[config.mk]
export PLATFORM = sky130hd
export DESIGN_NAME = mtrd_ram
export DESIGN_NICKNAME = d
export VERILOG_FILES = /design/src/rtl/mtrd_ram.sv
export SDC_FILE = /design/constraint.sdc
export NUM_CORES = 1
export LEC_CHECK = 0
export ABC_CLOCK_PERIOD_IN_PS = 5680
export BUFFER_PORTS_ARGS = -buffer_cell sky130_fd_sc_hd__buf_4
export CAP_MARGIN = 10
export CORE_MARGIN = 4
export CORE_UTILIZATION = 38
export DETAILED_ROUTE_END_ITERATION = 10
export GPL_TIMING_DRIVEN = 0
export PLACE_DENSITY = 0.64
export SETUP_SLACK_MARGIN = 0.3
export SLEW_MARGIN = 5
export SYNTH_ARGS = -nofsm -noshare
export SYNTH_HDL_FRONTEND = slang
export SYNTH_SLANG_ARGS = --single-unit
export TNS_END_PERCENT = 20
[constraint.sdc]
create_clock -name clk_i -period 5.68 [get_ports clk_i]
set_input_delay 1.42 -clock clk_i [delete_from_list [all_inputs] [get_ports clk_i]]
set_output_delay 1.42 -clock clk_i [all_outputs]
set_load 0.01 [all_outputs]
[src/rtl/mtrd_ram.sv]
// Generic single-write, single-read RAM with registered read data.
module mtrd_ram #(
  parameter int unsigned WIDTH = 16,
  parameter int unsigned DEPTH = 16,
  localparam int unsigned AW   = $clog2(DEPTH)
) (
  input  logic             clk_i,
  input  logic             we_i,
  input  logic [AW-1:0]    waddr_i,
  input  logic [WIDTH-1:0] wdata_i,
  input  logic             re_i,
  input  logic [AW-1:0]    raddr_i,
  output logic [WIDTH-1:0] rdata_o
);

  logic [WIDTH-1:0] mem_q [DEPTH];
  logic [WIDTH-1:0] rdata_q;

  always_ff @(posedge clk_i) begin
    if (we_i) begin
      mem_q[waddr_i] <= wdata_i;
    end
    // hold read data until the next read
    if (re_i) begin
      rdata_q <= mem_q[raddr_i];
    end
  end

  assign rdata_o = rdata_q;

endmodule

# --- After elaboration in Yosys (flattened, before gate mapping) ---
# Memories as Yosys holds them, arrays and structs flattened. A register that Yosys moved wholly into a read port is not among the register bits.
# Index checks and enable logic that the tools add are counted.
totals:
  ff_bits: 0
  mem_bits_rw: 256
  inputBits: 27
  out_inout_bits: 16
  word_cells: 3
  mem_count: 1
op_classes:
  mux: 2
memory_table:
  columns: ["memory", "words", "width", "rd", "rd_ports_with_merged_regs", "wr", "line", "source"]
  rows:
  - ["mem_q", 16, 16, 1, 1, 1, "16", "logic [WIDTH-1:0] mem_q [DEPTH];"]
op_table:
  columns: ["op", "n"]
  rows:
  - ["1-bit 2-to-1 mux", 2]

# --- Depth between registers and ports, before layout ---
logic_depth:
  word_depth: 2
  mapped_depth: 5
  depth_no_buf: 3

# --- Least setup slack after synthesis ---
# Ideal clock, no wire load.
synth_path:
  path_kind: "input to register"
  startpoint: "in waddr_i[2]"
  endpoint: "mem mem_q[0][0] (enable)"
  setup_time_ns: 0.409
  arrival_ns: 3.066
  required_time_ns: 5.271
  slack_ns: 2.205
  cell_stages: 2
  path_buffers: 0
  cell_sequence: "or3b_2 nor3_1"
synth_lines:
  columns: ["item", "line", "source"]
  rows:
  - ["start: declaration", "9", "input logic [AW-1:0] waddr_i,"]
  - ["end: declaration", "16", null]
# Straight into the memory's write port.

==> run summary <==
======================================================================================
Result of the run                                                         finished, final reports clean
Switching share of total power                                                   20.1%
Synthesis-stage register bit count                                                 272
Via/cell ratio                                                                    5.46
Max-capacitance violation count                                                      0
Area of placed instances                                                   11200 sq um
Startpoint of the lowest-slack hold path                                  mem_q[6][3]$_DFFE_PP_
Iteration-0 DRC count of the detailed router                                       437
Initial antenna violation count                                                      0
Post-Synthesis Cell Area                                                   10200 sq um
Crit path time final                                                           2.83 ns
Initial DRT Pass Iterations                                                          4
Hold-fix buffers at CTS                                                              0
Number of DRC violations after detailed routing                                      0
Fraction of power consumed by sequential logic                                   53.9%
Finished Layout Cells                                                              873
Internal power                                                                 3370 uW
Number of instances resized during post-cts repair                                   0
Share of Yosys cell area claimed by the top area cell type                       80.0%
Most repeated cell in the gate-level netlist after synthesis                  edfxtp_1
Nets                                                                               547
Global router's overall resource usage                                           14.9%
Wire length per cell after detailed routing                               24.7 microns
Site row count                                                                      59
Routed Antenna Nets                                                                  0
Setup fix buffers added after clock tree synthesis                                   0
Most instantiated cells after synthesis                                   edfxtp_1, mux4_2, a22oi_1
Final Hold Viols                                                                     0
RSZ-0062 raised after global routing                                                no
Critical register-to-register path endpoint                               rdata_o[13]$_DFFE_PP_
Width of the chip                                                          172 microns
Maximum number of pins on one net before global-route repair                        17
Dominant register cell in the synthesized netlist                             edfxtp_1
Top achievable clock speed                                                   0.353 GHz
Element type at the critical path start                                   primary input
Clock Tree Buf Depth                                                                 3
Async set or reset register ratio after synthesis                                   0%
Post-Synthesis Net Count                                                           459
Worst Tran Pin Value                                                          0.928 ns
DP HPWL                                                                   14100 microns
Worst Hold Endpoint                                                       rdata_o[3]$_DFFE_PP_
Number of global-route vias before repair                                         5110
Clock tree sinks                                                                   272
Area inside the core boundary                                              26200 sq um
Classification of the worst setup path                                    primary input to register
Power density relative to cell area                                        349 nW/um^2
Total Neg Setup Slack                                                             0 ns
Clock slew at the register clock pins of the worst setup and hold paths        0.06 ns
Capturing element type of the critical path                                   register
Synth area leaders                                                        edfxtp_1, mux4_2, mux4_1
Clock insertion delay at the later pin of the skew report                      0.53 ns
Number of H-tree levels                                                              1
I/O pin total                                                                       43
Arrival time reported for the critical path endpoint                           3.10 ns
First-pass GRT wire length                                                32300 microns
Clock power share                                                                40.9%
Cell count after placement                                                         825
Hold Path Depth                                                                      3
WL final                                                                  21600 microns
Number of port buffers                                                              40
Hold Crit Class                                                           register to register
Worst Path Max Fanout                                                               10
Leakage power summed over all cells                                         0.00389 uW
Worst-case reg-to-reg path depth                                                     3
Fraction of layout instances using a drive strength above 1                      33.1%
Final Cycle Share                                                                49.8%
Comb pwr share                                                                    5.2%
Final setup violation count                                                          0
Worst clock skew                                                            0.00877 ns
Number of buffers inserted during clock tree synthesis                              28
Crit Reg-Reg Startpoint                                                   mem_q[2][13]$_DFFE_PP_
Global placement routability congestion                                          0.730
Number of synthesized flops with an enable pin                                     272
Final cell area excluding filler cells                                     12100 sq um
Number of diodes                                                                     0
Synthesis-to-finish area growth                                                  18.5%
Starting density of the core                                                     38.9%
Number of max-slew violations in the final report                                    0
Max-slew headroom                                                                37.8%
Maximum ir drop on the vdd rail                                               0.271 mV
Register area share after synthesis                                              80.0%
Required time of the critical path                                             5.95 ns
Setup slack on the worst flop-to-flop path                                     4.18 ns
Vias after detailed routing                                                       4767
Area taken by flip-flops and latches                                        8170 sq um
TritonCTS clock tree                                                             built
Cell chosen for the clock root                                               clkbuf_16
Gate Count Post-Synth                                                              432
Number of library cell types mapped by synthesis                                    18
Die boundary height                                                        172 microns
Power spent charging and discharging nets                                       847 uW
Area leader, netlist                                                          edfxtp_1
Remaining Overflow, GRT                                                              0
Yosys warning total                                                                  0
Syn_area_per_cell                                                           23.6 sq um
Area of the multi-input gates                                               1960 sq um
Fill count                                                                        2127
Overall die area                                                           29500 sq um
======================================================================================
[flip-flops by register name (all words and copies together) (netlist names)]
signal   cells
rdata_o     16
mem_q      256
[per-layer routing]
layer | track usage (%) | share of wire, % | vias up
met2 | 23.3 | 47 | 153
met5 | 0 | 0 | -
met4 | 3.79 | 2.4 | 0
met3 | 2.72 | 5.7 | 39
li1 | - | - | 2040
met1 | 21.9 | 45 | 2535
[critical path, cell delays in order]
cell and delay (ns):
buf_2 0.24, buf_1 0.68, mux4_2 0.43, a22oi_1 0.23, nand2_1 0.10
[layout by cell type, fill, tap and decap left out, drive strengths merged, types with 2 or more instances in the layout]
cell	n
a22oi	32
buf	71
bufinv	2
clkbuf	41
clkinv	10
clkinvlp	3
edfxtp	272
mux4	64
nand2	17
nand2b	2
nand3b	2
nor2	13
nor2b	2
nor3	4
[worst max-delay path by stage]
stage | start | endpoint | slack (ns) | cells past startpoint
5_1_grt | raddr_i[1] | rdata_o[6]$_DFFE_PP_ | 2.74 | 5
6_report | raddr_i[1] | rdata_o[9]$_DFFE_PP_ | 2.85 | 5
3_5_place_dp | raddr_i[1] | rdata_o[9]$_DFFE_PP_ | 2.27 | 5
3_3_place_gp | waddr_i[2] | mem_q[0][2]$_DFFE_PP_ | 0.63 | 3
2_1_floorplan | waddr_i[2] | mem_q[0][0]$_DFFE_PP_ | 2.20 | 2
4_1_cts | raddr_i[1] | rdata_o[9]$_DFFE_PP_ | 2.81 | 5
[through the flow]
step / utilization (%) / hold WS (ns) / setup slack, ns / power [uW]
2_1_floorplan: - / 0.710 / 2.20 / 2430
3_3_place_gp: 41.7 / 0.734 / 0.626 / 2520
3_5_place_dp: 42.8 / 0.743 / 2.27 / 2540
4_1_cts: 46.1 / 0.752 / 2.81 / 4250
5_1_grt: 46.1 / 0.792 / 2.74 / 4350
6_report: 46.1 / 0.755 / 2.85 / 4220
[layout make-up]
| cell class | count | share of cell area [%] |
|---|---|---|
| clock buffer | 33 | 6.13 |
| tap | 335 | 3.47 |
| clock inverter | 15 | 1.05 |
| sequential | 272 | 67.5 |
| timing repair buffer | 58 | 4.57 |
| buffer | 21 | 1.02 |
| multi-input combinational | 139 | 16.2 |
[power groups by stage]
stage | registers, uW | clock network, uW | logic [uW]
2_1_floorplan | 2320 | 0 | 110
3_3_place_gp | 2310 | 0 | 206
3_5_place_dp | 2310 | 0 | 223
4_1_cts | 2270 | 1760 | 223
5_1_grt | 2280 | 1840 | 237
6_report | 2270 | 1730 | 219
[kinds of logic (layout without fill, tap and decap cells)]
| kind of cell | count (synthesis) | in the layout | synth area share [%] |
|---|---|---|---|
| simple gates | 43 | 43 | 1.89 |
| buf+inv | 21 | 127 | 1.21 |
| mux | 64 | 64 | 14.5 |
| compound gates | 32 | 32 | 2.35 |
| flops | 272 | 272 | 80.0 |
Note: power is estimated with default switching activity, not from simulation.
