<file path="src/rtl/mtrd_pkg.sv">
// Shared constants, register codes and sequencer states of the multi-tap ring delay.
package mtrd_pkg;

  localparam int unsigned TAPS_DEF       = 8;
  localparam int unsigned MEM_DEPTH_DEF  = 65536;
  localparam int unsigned RING_LEN_RESET = 65536;

  localparam int unsigned SAMPLE_W     = 16;
  localparam int unsigned TAP_IDX_W    = 3;
  localparam int unsigned MASK_W       = 8;
  localparam int unsigned DELAY_W      = 32;
  localparam int unsigned RING_LEN_W   = 17;
  localparam int unsigned CFG_DATA_W   = 64;
  localparam int unsigned CFG_IDX_W    = 3;

  typedef enum logic [CFG_IDX_W-1:0] {
    REG_ENABLE      = 3'd0,
    REG_RING_LENGTH = 3'd1,
    REG_TAP_MASK    = 3'd2,
    REG_DELAYS_01   = 3'd3,
    REG_DELAYS_23   = 3'd4,
    REG_DELAYS_45   = 3'd5,
    REG_DELAYS_67   = 3'd6
  } cfg_idx_e;

  typedef enum logic [4:0] {
    ST_CLEAR   = 5'b00001,
    ST_IDLE    = 5'b00010,
    ST_ADVANCE = 5'b00100,
    ST_TAP     = 5'b01000,
    ST_LOAD    = 5'b10000
  } state_e;

endpackage

</file>
<file path="src/rtl/mtrd_addr_unit.sv">
// Shared ring address unit: base minus a saturated offset, wrapped into the ring.
module mtrd_addr_unit #(
  parameter int unsigned MEMORY_DEPTH = mtrd_pkg::MEM_DEPTH_DEF,
  localparam int unsigned AW = $clog2(MEMORY_DEPTH),
  localparam int unsigned LW = $clog2(MEMORY_DEPTH + 1)
) (
  input  logic [AW-1:0]                base_i,
  input  logic [mtrd_pkg::DELAY_W-1:0] offs_i,
  input  logic [LW-1:0]                len_i,
  output logic [AW-1:0]                addr_o
);

  import mtrd_pkg::*;

  localparam int unsigned SW = LW + 1;

  logic [LW-1:0] offs_sat;
  logic [SW-1:0] sum;

  always_comb begin
    // saturate the offset to the ring length
    offs_sat = (offs_i > DELAY_W'(len_i)) ? len_i : LW'(offs_i);
    if (offs_sat > LW'(base_i)) begin
      sum = SW'(base_i) + SW'(len_i) - SW'(offs_sat);
    end else begin
      sum = SW'(base_i) - SW'(offs_sat);
    end
    addr_o = (sum >= SW'(len_i)) ? '0 : AW'(sum);
  end

endmodule

</file>
<file path="config.mk">
export PLATFORM = sky130hd
export DESIGN_NAME = mtrd_addr_unit
export DESIGN_NICKNAME = d
export VERILOG_FILES = /design/src/rtl/mtrd_pkg.sv /design/src/rtl/mtrd_addr_unit.sv
export SDC_FILE = /design/constraint.sdc
export NUM_CORES = 1
export LEC_CHECK = 0
export BUFFER_PORTS_ARGS = -buffer_cell sky130_fd_sc_hd__clkbuf_2
export CAP_MARGIN = 20
export CORE_ASPECT_RATIO = 2
export CORE_MARGIN = 3
export CORE_UTILIZATION = 52
export DETAILED_ROUTE_END_ITERATION = 12
export PLACE_DENSITY = 0.89
export SLEW_MARGIN = 30
export SYNTH_ARGS = -nofsm -noshare
export SYNTH_HDL_FRONTEND = slang
export SYNTH_SLANG_ARGS = --single-unit
</file>
<file path="constraint.sdc">
create_clock -name vclk -period 11.4
set_input_delay 2.85 -clock vclk [all_inputs]
set_output_delay 2.85 -clock vclk [all_outputs]
set_load 0.01 [all_outputs]
</file>
==> results of run 1 <==
==> synth_stat cells, types with 3 or more instances <==
master / number / area share (%)
nand3_1: 11 / 1.6
nor4_1: 5 / 0.93
mux2i_1: 23 / 6.8
nor3_1: 12 / 1.8
nor3b_2: 3 / 1.1
xor2_1: 8 / 2.1
nand2b_1: 3 / 0.56
or4_1: 3 / 0.67
a211oi_1: 7 / 1.6
or3_1: 4 / 0.74
nor2_1: 22 / 2.5
nand4_1: 5 / 0.93
nor2b_1: 5 / 0.93
mux2_2: 4 / 1.3
xnor2_1: 13 / 3.4
inv_1: 33 / 3.7
fa_1: 17 / 10
o21bai_1: 4 / 0.89
mux2_4: 6 / 2.7
o311ai_0: 4 / 1.0
nand2_1: 21 / 2.3
nor3b_1: 10 / 2.2
ha_1: 69 / 26
o21a_1: 12 / 2.7
a21o_1: 13 / 2.9
o31ai_1: 5 / 1.1
o21ai_0: 15 / 2.2
a21oi_1: 29 / 4.3
==> cell families after synthesis <==
family          share of synthesized area, %
fa+ha+maj                               35.8
xor+xnor                                5.47
buf+inv                                 5.32
compound gates                          23.4
mux                                     10.9
simple gates                            19.1
==> per-stage QoR <==
step	cell area (µm²)	hold slack, ns	worst slack [ns]	setup TNS, ns	std cells
after CTS	5560	6.50	-0.484	-7.01	732
after global placement	5060	6.43	-0.427	-6.31	702
after floorplan	3540	6.13	0.00714	0	403
after detailed placement	5060	6.50	-0.923	-13.25	702
==> timing repair <==
item,CTS
cloned,2
hold buffers,0
endpoints found under the hold margin,0
resized for setup,54
endpoints found under the setup margin,16
pin swaps,29
setup buffers,28
==> metal layers <==
| layer | GRT overflow | GRT usage [%] |
|---|---|---|
| met1 | 0 | 52.7 |
| met2 | 30 | 89.7 |
| met3 | 2 | 34.0 |
| met4 | 23 | 71.6 |
| met5 | 0 | 0 |
==> impl_metrics.ini, run 1 <==
[synthesis]
seq_area_frac_synth_pct = 0
syn_inst = 403
syn-num-nets = 554
synthDistinctLibCells = 58
yosysWarnings = 0
synth_area_per_cell_um2 = 8.34
synthesis.area_um2 = 3360

[floorplanning]
ios = 81
rows = 40
start_util_pct = 54.6
die_x_um = 62.9
die_h_um = 120

[placement]
place_congestion = 1.06
dpl.hpwl_mm = 12.6
portBuffers = 81

[grt]
grt_max_degree = 14
grt_pass1_wl_mm = 35.1
first_global_vias = 6351
overflow = 55
track_usage_pct = 60.8

[outcome]
toolErrorMsg = [ERROR GRT-0116] Global routing finished with congestion. Check the congestion regions in the DRC Viewer.
status = aborted with a tool error
lastStage = global routing
==> inputs of run 2 (changes only) <==
CORE_ASPECT_RATIO = not set   (was 2)
CORE_UTILIZATION = 40   (was 52)
PLACE_DENSITY = not set   (was 0.89)
PLACE_DENSITY_LB_ADDON = 0.15   (was not set)
clock period = 14.8 ns   (was 11.4 ns; I/O delays follow)
==> run 2 against run 1 <==
The run now ends clean. Synthesized cell count did not move. Area after synthesis did not move.
==> impl_metrics.ini, run 2 <==
[outcome]
status = finished clean

[placement]
placed_cells = 582
place_congestion = 0.852
pre_cts_ws_ns = 0.127
portBuffers = 81
dpl.hpwl_mm = 8.41
placed_area_um2 = 3850

[grt]
grt_max_degree = 22
antenna_found_initial = 0
overflow = 0
grt_pass1_wl_mm = 15.4
track_usage_pct = 19.2
first_global_vias = 3165

[synthesis]
synth_area_leaders = ha_1 26%, fa_1 10%, mux2i_1 6.8%
synth_area_per_cell_um2 = 8.34
synthDominantCellAreaShare_pct = 25.7
yosysWarnings = 0
synthesis.area_um2 = 3360
yosysMostFrequentCell = ha_1
syn_inst = 403
synthDistinctLibCells = 58
ys_top_cells_by_count = 69 x ha_1, 33 x inv_1, 29 x a21oi_1
synth_area_leader_cell = ha_1
syn-num-nets = 554
seq_area_frac_synth_pct = 0

[layout]
fin_area_um2 = 3890
mostFrequentLayoutCells = 81 x clkbuf_2, 69 x ha_1, 33 x inv_1
clock_buffers = 0
synthToLayoutAreaGrowth_pct = 15.7
final_util_pct = 49.1
fin_cells = 584
n_sequential_cell = 0
num_antenna_cells = 0
drive_gt1_share_pct = 23.7
nets = 635
seq_area_um2 = 0
layout_commonest_cell = clkbuf_2

[floorplanning]
ios = 81
rows = 32
start_util_pct = 42.4
die_x_um = 97.7
core_um2 = 7930
dieArea_um2 = 9540
die_h_um = 97.7

[min_path]
hold_path_end = addr_o[0]
min_path_type = primary input to output pin
min_path_cells = 5
hold_start = base_i[0]

[clock_tree]
postCtsHoldBufs = 0

[sta]
hold_viol = 0
setup_tns_ns = 0
fin_hold_ws_ns = 8.07
max_slew_margin_pct = 57.6
worst_slew_pin_slew_ns = 0.631
min_period_ns = 14.33
drv_slew = 0
rsz0062_at_grt = no
fmax_mhz = 69.8
timing.final.crit_share_pct = 96.8
setup_viol_count_final = 0
layout_setup_ws_ns = 0.475

[routing]
first_pass_iters = 4
vias = 3299
dr.first_iter.drc_count = 112
wl_mm = 9.60
drtAntennaViolNets = 0
routedWlPerCell_um = 16.4
vias_per_cell = 5.65
drc = 0

[power]
ir_drop_uv = 43.0
power_density_nw_per_um2 = 77.5
leakage_nw = 1.85
totalPowerFinal_mw = 0.302

[worst_setup_path]
critPathMaxFanout = 16
cp_slowest_stage_delay_ns = 0.62
crit_path_end_kind = output pin
critPathKind = primary input to output pin
cp.arrival_ns = 10.63
critPathLaunchType = primary input
cp_data_required_time_ns = 11.10
crit_slowest_cell = or4_1
cp_common_cell = ha_1

[job]
maxCapViolCount = 0
## run 2: logic make-up (layout without fill, tap and decap cells)
logic type,count (synthesis),count (layout),synth area share [%]
buf+inv,39,117,5.32
mux,33,33,10.9
compound gates,110,110,23.4
simple gates,114,115,19.1
fa+ha+maj,86,86,35.8
xor+xnor,21,21,5.47
## run 2: repair_timing
action / 4_1_cts / 5_1_grt
setup endpoints to repair: 0 / 16
resized for setup: 0 / 4
buffers inserted: 0 / 0
## run 2: how the worst max path moves through the flow
stage | start | endpoint | slack, ns | cells past startpoint
global route | len_i[15] | addr_o[15] | 0.06 | 26
global placement | len_i[15] | addr_o[6] | 0.18 | 30
finish | len_i[15] | addr_o[7] | 0.47 | 30
floorplan | offs_i[23] | addr_o[15] | 1.18 | 29
CTS | len_i[15] | addr_o[7] | 0.07 | 28
detailed placement | len_i[15] | addr_o[7] | 0.13 | 28
## run 2: worst max-delay path, delay by kind of cell
| kind | cells | cell delay, ns |
|---|---|---|
| compound gates | 11 | 2.50 |
| simple gates | 9 | 2.15 |
| fa+ha+maj | 4 | 1.30 |
| buf+inv | 5 | 0.65 |
| mux | 1 | 0.32 |
## run 2: power by group
part	switching, mW	internal [mW]	total (mW)
clock network	0	0	0
registers	0	0	0
logic	0.167	0.134	0.302
total	0.167	0.134	0.302
## run 2: layout make-up
| cell class | instances | area [µm²] |
|---|---|---|
| fillers | 843 | 4040 |
| multi-input cells | 365 | 3210 |
| repair buffers | 84 | 432 |
| well taps | 102 | 128 |
| inverters | 33 | 124 |
## run 2: layer usage
| metal | track usage, % | vias up | routed length, µm |
|---|---|---|---|
| met1 | 26.8 | 1531 | 4600 |
| met4 | 0.852 | 0 | 44 |
| met3 | 1.51 | 4 | 415 |
| li1 | - | 1681 | - |
| met5 | 0 | - | 0 |
| met2 | 33.8 | 83 | 4540 |
No activity file was read; power rests on OpenSTA's default activity.
==> inputs of run 3 (changes only) <==
BUFFER_PORTS_ARGS = not set   (was -buffer_cell sky130_fd_sc_hd__clkbuf_2)
DONT_BUFFER_PORTS = 1   (was not set)
==> run 3 against run 2 <==
Setup slack gained 0.072 ns. Cell count shrank 14%. First-iteration DRC count grew 2.7%. Routed wire length shrank 5.0%. Clock-buffer cell count is the same. Critical path depth shrank 2. Global-route usage shrank 0.91 points. Non-clock buffer count shrank 80. Power shrank 8.9%. Die area is the same. Critical endpoint is now addr_o[14]. Highest routed layer unchanged.
==> impl_metrics.ini, run 3 (synthesized netlist as in run 2, its figures left out) <==
[routing]
vias_per_cell = 5.88
dr.first_iter.drc_count = 115
vias = 2960
drtAntennaViolNets = 0
drc = 0
wl_mm = 9.12
routedWlPerCell_um = 18.1
first_pass_iters = 4

[floorplanning]
rows = 32
core_um2 = 7930
die_x_um = 97.7
ios = 81
start_util_pct = 42.4
dieArea_um2 = 9540
die_h_um = 97.7

[sta]
rsz0062_at_grt = no
drv_slew = 0
setup_tns_ns = 0
min_period_ns = 14.25
setup_viol_count_final = 0
worst_slew_pin_slew_ns = 0.647
fmax_mhz = 70.2
max_slew_margin_pct = 56.3
hold_viol = 0
timing.final.crit_share_pct = 96.3

[worst_setup_path]
crit_path_end_kind = output pin
cp_num_buf_inv = 3
cp.arrival_ns = 10.55
cp.depth = 28
critPathLaunchType = primary input
cp_slowest_stage_delay_ns = 0.62
cp_data_required_time_ns = 11.10
critical-path-top-delay-family = compound AO/OA/AOI/OAI gates
crit_path_end = addr_o[14]
critPathKind = primary input to output pin
crit_slowest_cell = or4_1
critPathMaxFanout = 21
cp_common_cell = ha_1
cp-startpoint = len_i[15]

[power]
totalPowerFinal_mw = 0.275
ir_drop_uv = 31.2
cellInternalPower_mw = 0.120
p_comb_share_pct = 100.0
p_sw_mw = 0.155
leakage_nw = 1.51
power_frac_clock_pct = 0
power_density_nw_per_um2 = 78.7
p_sw_share_pct = 56.5
p_seq_share_pct = 0

[min_path]
min_path_type = primary input to output pin

[layout]
clock_buffers = 0
drive_gt1_share_pct = 8.23
final_util_pct = 44.0
num_antenna_cells = 0
n_sequential_cell = 0
fill_cells = 819
mostFrequentLayoutCells = 69 x ha_1, 33 x inv_1, 29 x a21oi_1
layout_commonest_cell = ha_1
synthToLayoutAreaGrowth_pct = 3.83
multi_input_area_um2 = 3210
nets = 554
seq_area_um2 = 0

[grt]
overflow = 0
antenna_found_initial = 0
grt_pass1_wl_mm = 14.6
track_usage_pct = 18.3
first_global_vias = 2967
grt_max_degree = 22

[placement]
place_congestion = 0.851
dpl.hpwl_mm = 8.16
portBuffers = 0

[job]
maxCapViolCount = 0

[clock_tree]
postCtsSetupBuffers = 0
cts_resized = 0
postCtsHoldBufs = 0

[outcome]
status = finished clean
[run 3: cell count changes in the layout (fill, tap and decap cells not counted)]
cell,before,now
clkbuf_2,81,0
nor3b_1,10,8
nor3b_2,3,5
a2111oi_1,0,1
a2111oi_2,1,0
and2_2,1,0
buf_4,2,3
nor2_2,1,0
nor2_4,0,1
o31ai_1,4,5
o31ai_2,1,0
[run 3: worst min path at each step]
| stage | from | end | slack [ns] | cells after the start |
|---|---|---|---|---|
| 4_1_cts | base_i[0] | addr_o[0] | 7.95 | 5 |
| 6_report | base_i[0] | addr_o[0] | 7.93 | 5 |
| 3_3_place_gp | base_i[0] | addr_o[0] | 7.96 | 5 |
| 2_1_floorplan | base_i[14] | addr_o[14] | 7.82 | 4 |
| 3_5_place_dp | base_i[0] | addr_o[0] | 7.95 | 5 |
| 5_1_grt | base_i[0] | addr_o[0] | 8.00 | 3 |
[run 3: power by group through the flow]
| stage | Clock, mW | Combinational (mW) | Sequential (mW) |
|---|---|---|---|
| after floorplan | 0 | 0.216 | 0 |
| after global placement | 0 | 0.268 | 0 |
| after detailed placement | 0 | 0.269 | 0 |
| after CTS | 0 | 0.271 | 0 |
| after global routing | 0 | 0.307 | 0 |
| final | 0 | 0.275 | 0 |
[run 3: per-layer routing]
layer | routed length (µm) | global-route usage [%]
met5 | 0 | 0
met4 | 163 | 2.88
met3 | 675 | 3.23
met2 | 4060 | 30.4
met1 | 4230 | 25.2
[run 3: final cells by class]
type	count	share of cell area, %
inverter	33	3.55
timing repair buffer	4	0.968
multi-input combinational	364	91.8
tap	102	3.66
[run 3: through the flow]
step	worst slack, ns	std cells	instance area (µm²)	hold WS, ns
final	0.547	503	3490	7.93
after global routing	0.0494	503	3490	8.00
after CTS	0.190	502	3460	7.95
after detailed placement	0.250	502	3460	7.95
after global placement	0.292	502	3460	7.96
after floorplan	1.18	403	3360	7.82
==> inputs of run 4 (changes only) <==
ABC_AREA = 1   (was not set)
clock period = 13.55 ns   (was 14.8 ns; I/O delays follow)
==> run 4 against run 3 <==
First-iteration DRC count is 50% higher. Combinational power up 6%. Sequential share of layout area did not move. Routed wire length grew 8.7%. Synthesized cell count rose by 35%. Core utilization decreased by 1.2 points. Global-route usage up 1.9 points. Critical endpoint is now addr_o[9].
==> impl_metrics.ini, run 4 <==
[min_path]
hold_start = offs_i[16]
min_path_cells = 4
min_path_type = primary input to output pin
hold_path_end = addr_o[10]

[grt]
overflow = 0
track_usage_pct = 20.2
antenna_found_initial = 0
grt_pass1_wl_mm = 16.5
grt_max_degree = 34
first_global_vias = 3300

[worst_setup_path]
cp_slowest_stage_delay_ns = 0.55
critPathLaunchType = primary input
crit_slowest_cell = fa_1
cp_data_required_time_ns = 10.16
critPathKind = primary input to output pin
cp_common_cell = nand2_1
crit_path_end_kind = output pin
critPathMaxFanout = 33
cp.arrival_ns = 9.30

[job]
maxCapViolCount = 0

[synthesis]
synth_area_per_cell_um2 = 6.35
synthDistinctLibCells = 35
synthesis.area_um2 = 3470
syn-num-nets = 697
syn_inst = 546
synth_area_leader_cell = ha_1
synthDominantCellAreaShare_pct = 24.9
yosysWarnings = 0
seq_area_frac_synth_pct = 0
ys_top_cells_by_count = 108 x nand2_1, 83 x inv_1, 69 x ha_1, 69 x nor2_1, 60 x a21oi_1
yosysMostFrequentCell = nand2_1
synth_area_leaders = ha_1 25%, nand2_1 12%, fa_1 9.8%

[floorplanning]
rows = 33
die_x_um = 99.1
start_util_pct = 41.8
core_um2 = 8300
die_h_um = 99.1
dieArea_um2 = 9820
ios = 81

[placement]
place_congestion = 0.902
dpl.hpwl_mm = 8.90
portBuffers = 0

[clock_tree]
postCtsHoldBufs = 0
postCtsSetupBuffers = 0
cts_resized = 0

[sta]
drv_slew = 0
min_period_ns = 12.68
timing.final.crit_share_pct = 93.6
setup_viol_count_final = 0
worst_slew_pin_slew_ns = 0.471
max_slew_margin_pct = 68.5
hold_viol = 0
fmax_mhz = 78.8
rsz0062_at_grt = no
setup_tns_ns = 0

[power]
power_density_nw_per_um2 = 82.1
ir_drop_uv = 50.6
totalPowerFinal_mw = 0.292
leakage_nw = 1.89

[layout]
seq_area_um2 = 0
layout_commonest_cell = nand2_1
synthToLayoutAreaGrowth_pct = 2.56
final_util_pct = 42.8
mostFrequentLayoutCells = 108 x nand2_1, 83 x inv_1, 69 x nor2_1, 69 x ha_1, 60 x a21oi_1
num_antenna_cells = 0
drive_gt1_share_pct = 6.11
nets = 693
fill_cells = 910
n_sequential_cell = 0
clock_buffers = 0

[routing]
vias = 3344
wl_mm = 9.91
drtAntennaViolNets = 0
routedWlPerCell_um = 15.4
vias_per_cell = 5.18
first_pass_iters = 5
dr.first_iter.drc_count = 173
drc = 0

[outcome]
status = finished clean
[run 4: cells by family after synthesis]
kind of cell	share of synthesized area (%)
xor gates and xnor gates	7.33
AOI/OAI and AO/OA	17.1
adders and majority gates	34.7
and+or+nand+nor	30.3
buffers and inverters	10.5
[run 4: worst max-delay path: cells and delay by family]
family / cells / cell delay [ns]
compound gates: 8 / 1.75
xor+xnor: 1 / 0.17
fa+ha+maj: 4 / 1.36
buf+inv: 2 / 0.11
simple gates: 19 / 2.47
[run 4: layout make-up]
type,instances,area [µm²],share of cell area [%]
well taps,105,131,3.70
repair buffers,1,7.51,0.211
inverters,84,315,8.87
multi-input cells,455,3100,87.2
[run 4: layer usage]
layer	track usage [%]	up-vias	part of all wire, %	routed length (µm)
li1	-	1780	-	-
met1	30.1	1452	47	4620
met2	33.6	108	45	4490
met3	0.920	4	7.6	753
met4	1.16	0	0.55	55
met5	0	-	0	0
[run 4: worst max path at each step]
| stage | from | slack [ns] | endpoint | depth (start not counted) |
|---|---|---|---|---|
| floorplan | len_i[5] | 2.04 | addr_o[10] | 36 |
| global placement | len_i[5] | 0.86 | addr_o[9] | 34 |
| detailed placement | len_i[5] | 0.90 | addr_o[9] | 34 |
| CTS | len_i[5] | 0.86 | addr_o[9] | 34 |
| global route | len_i[5] | 0.22 | addr_o[9] | 34 |
| finish | len_i[5] | 0.87 | addr_o[9] | 34 |
[run 4: through the flow]
step | instances | setup WS (ns) | hold WS, ns | cell area, µm²
after global placement | 645 | 0.856 | 7.20 | 3550
final | 645 | 0.865 | 7.20 | 3550
after global routing | 645 | 0.221 | 7.24 | 3550
after floorplan | 546 | 2.04 | 7.06 | 3470
after detailed placement | 645 | 0.897 | 7.19 | 3550
after CTS | 645 | 0.863 | 7.19 | 3550
[run 4: where the power goes]
group | switching, mW | internal, mW | leakage (nW) | total (mW)
logic | 0.186 | 0.106 | 1.89 | 0.292
clock network | 0 | 0 | 0 | 0
registers | 0 | 0 | 0 | 0
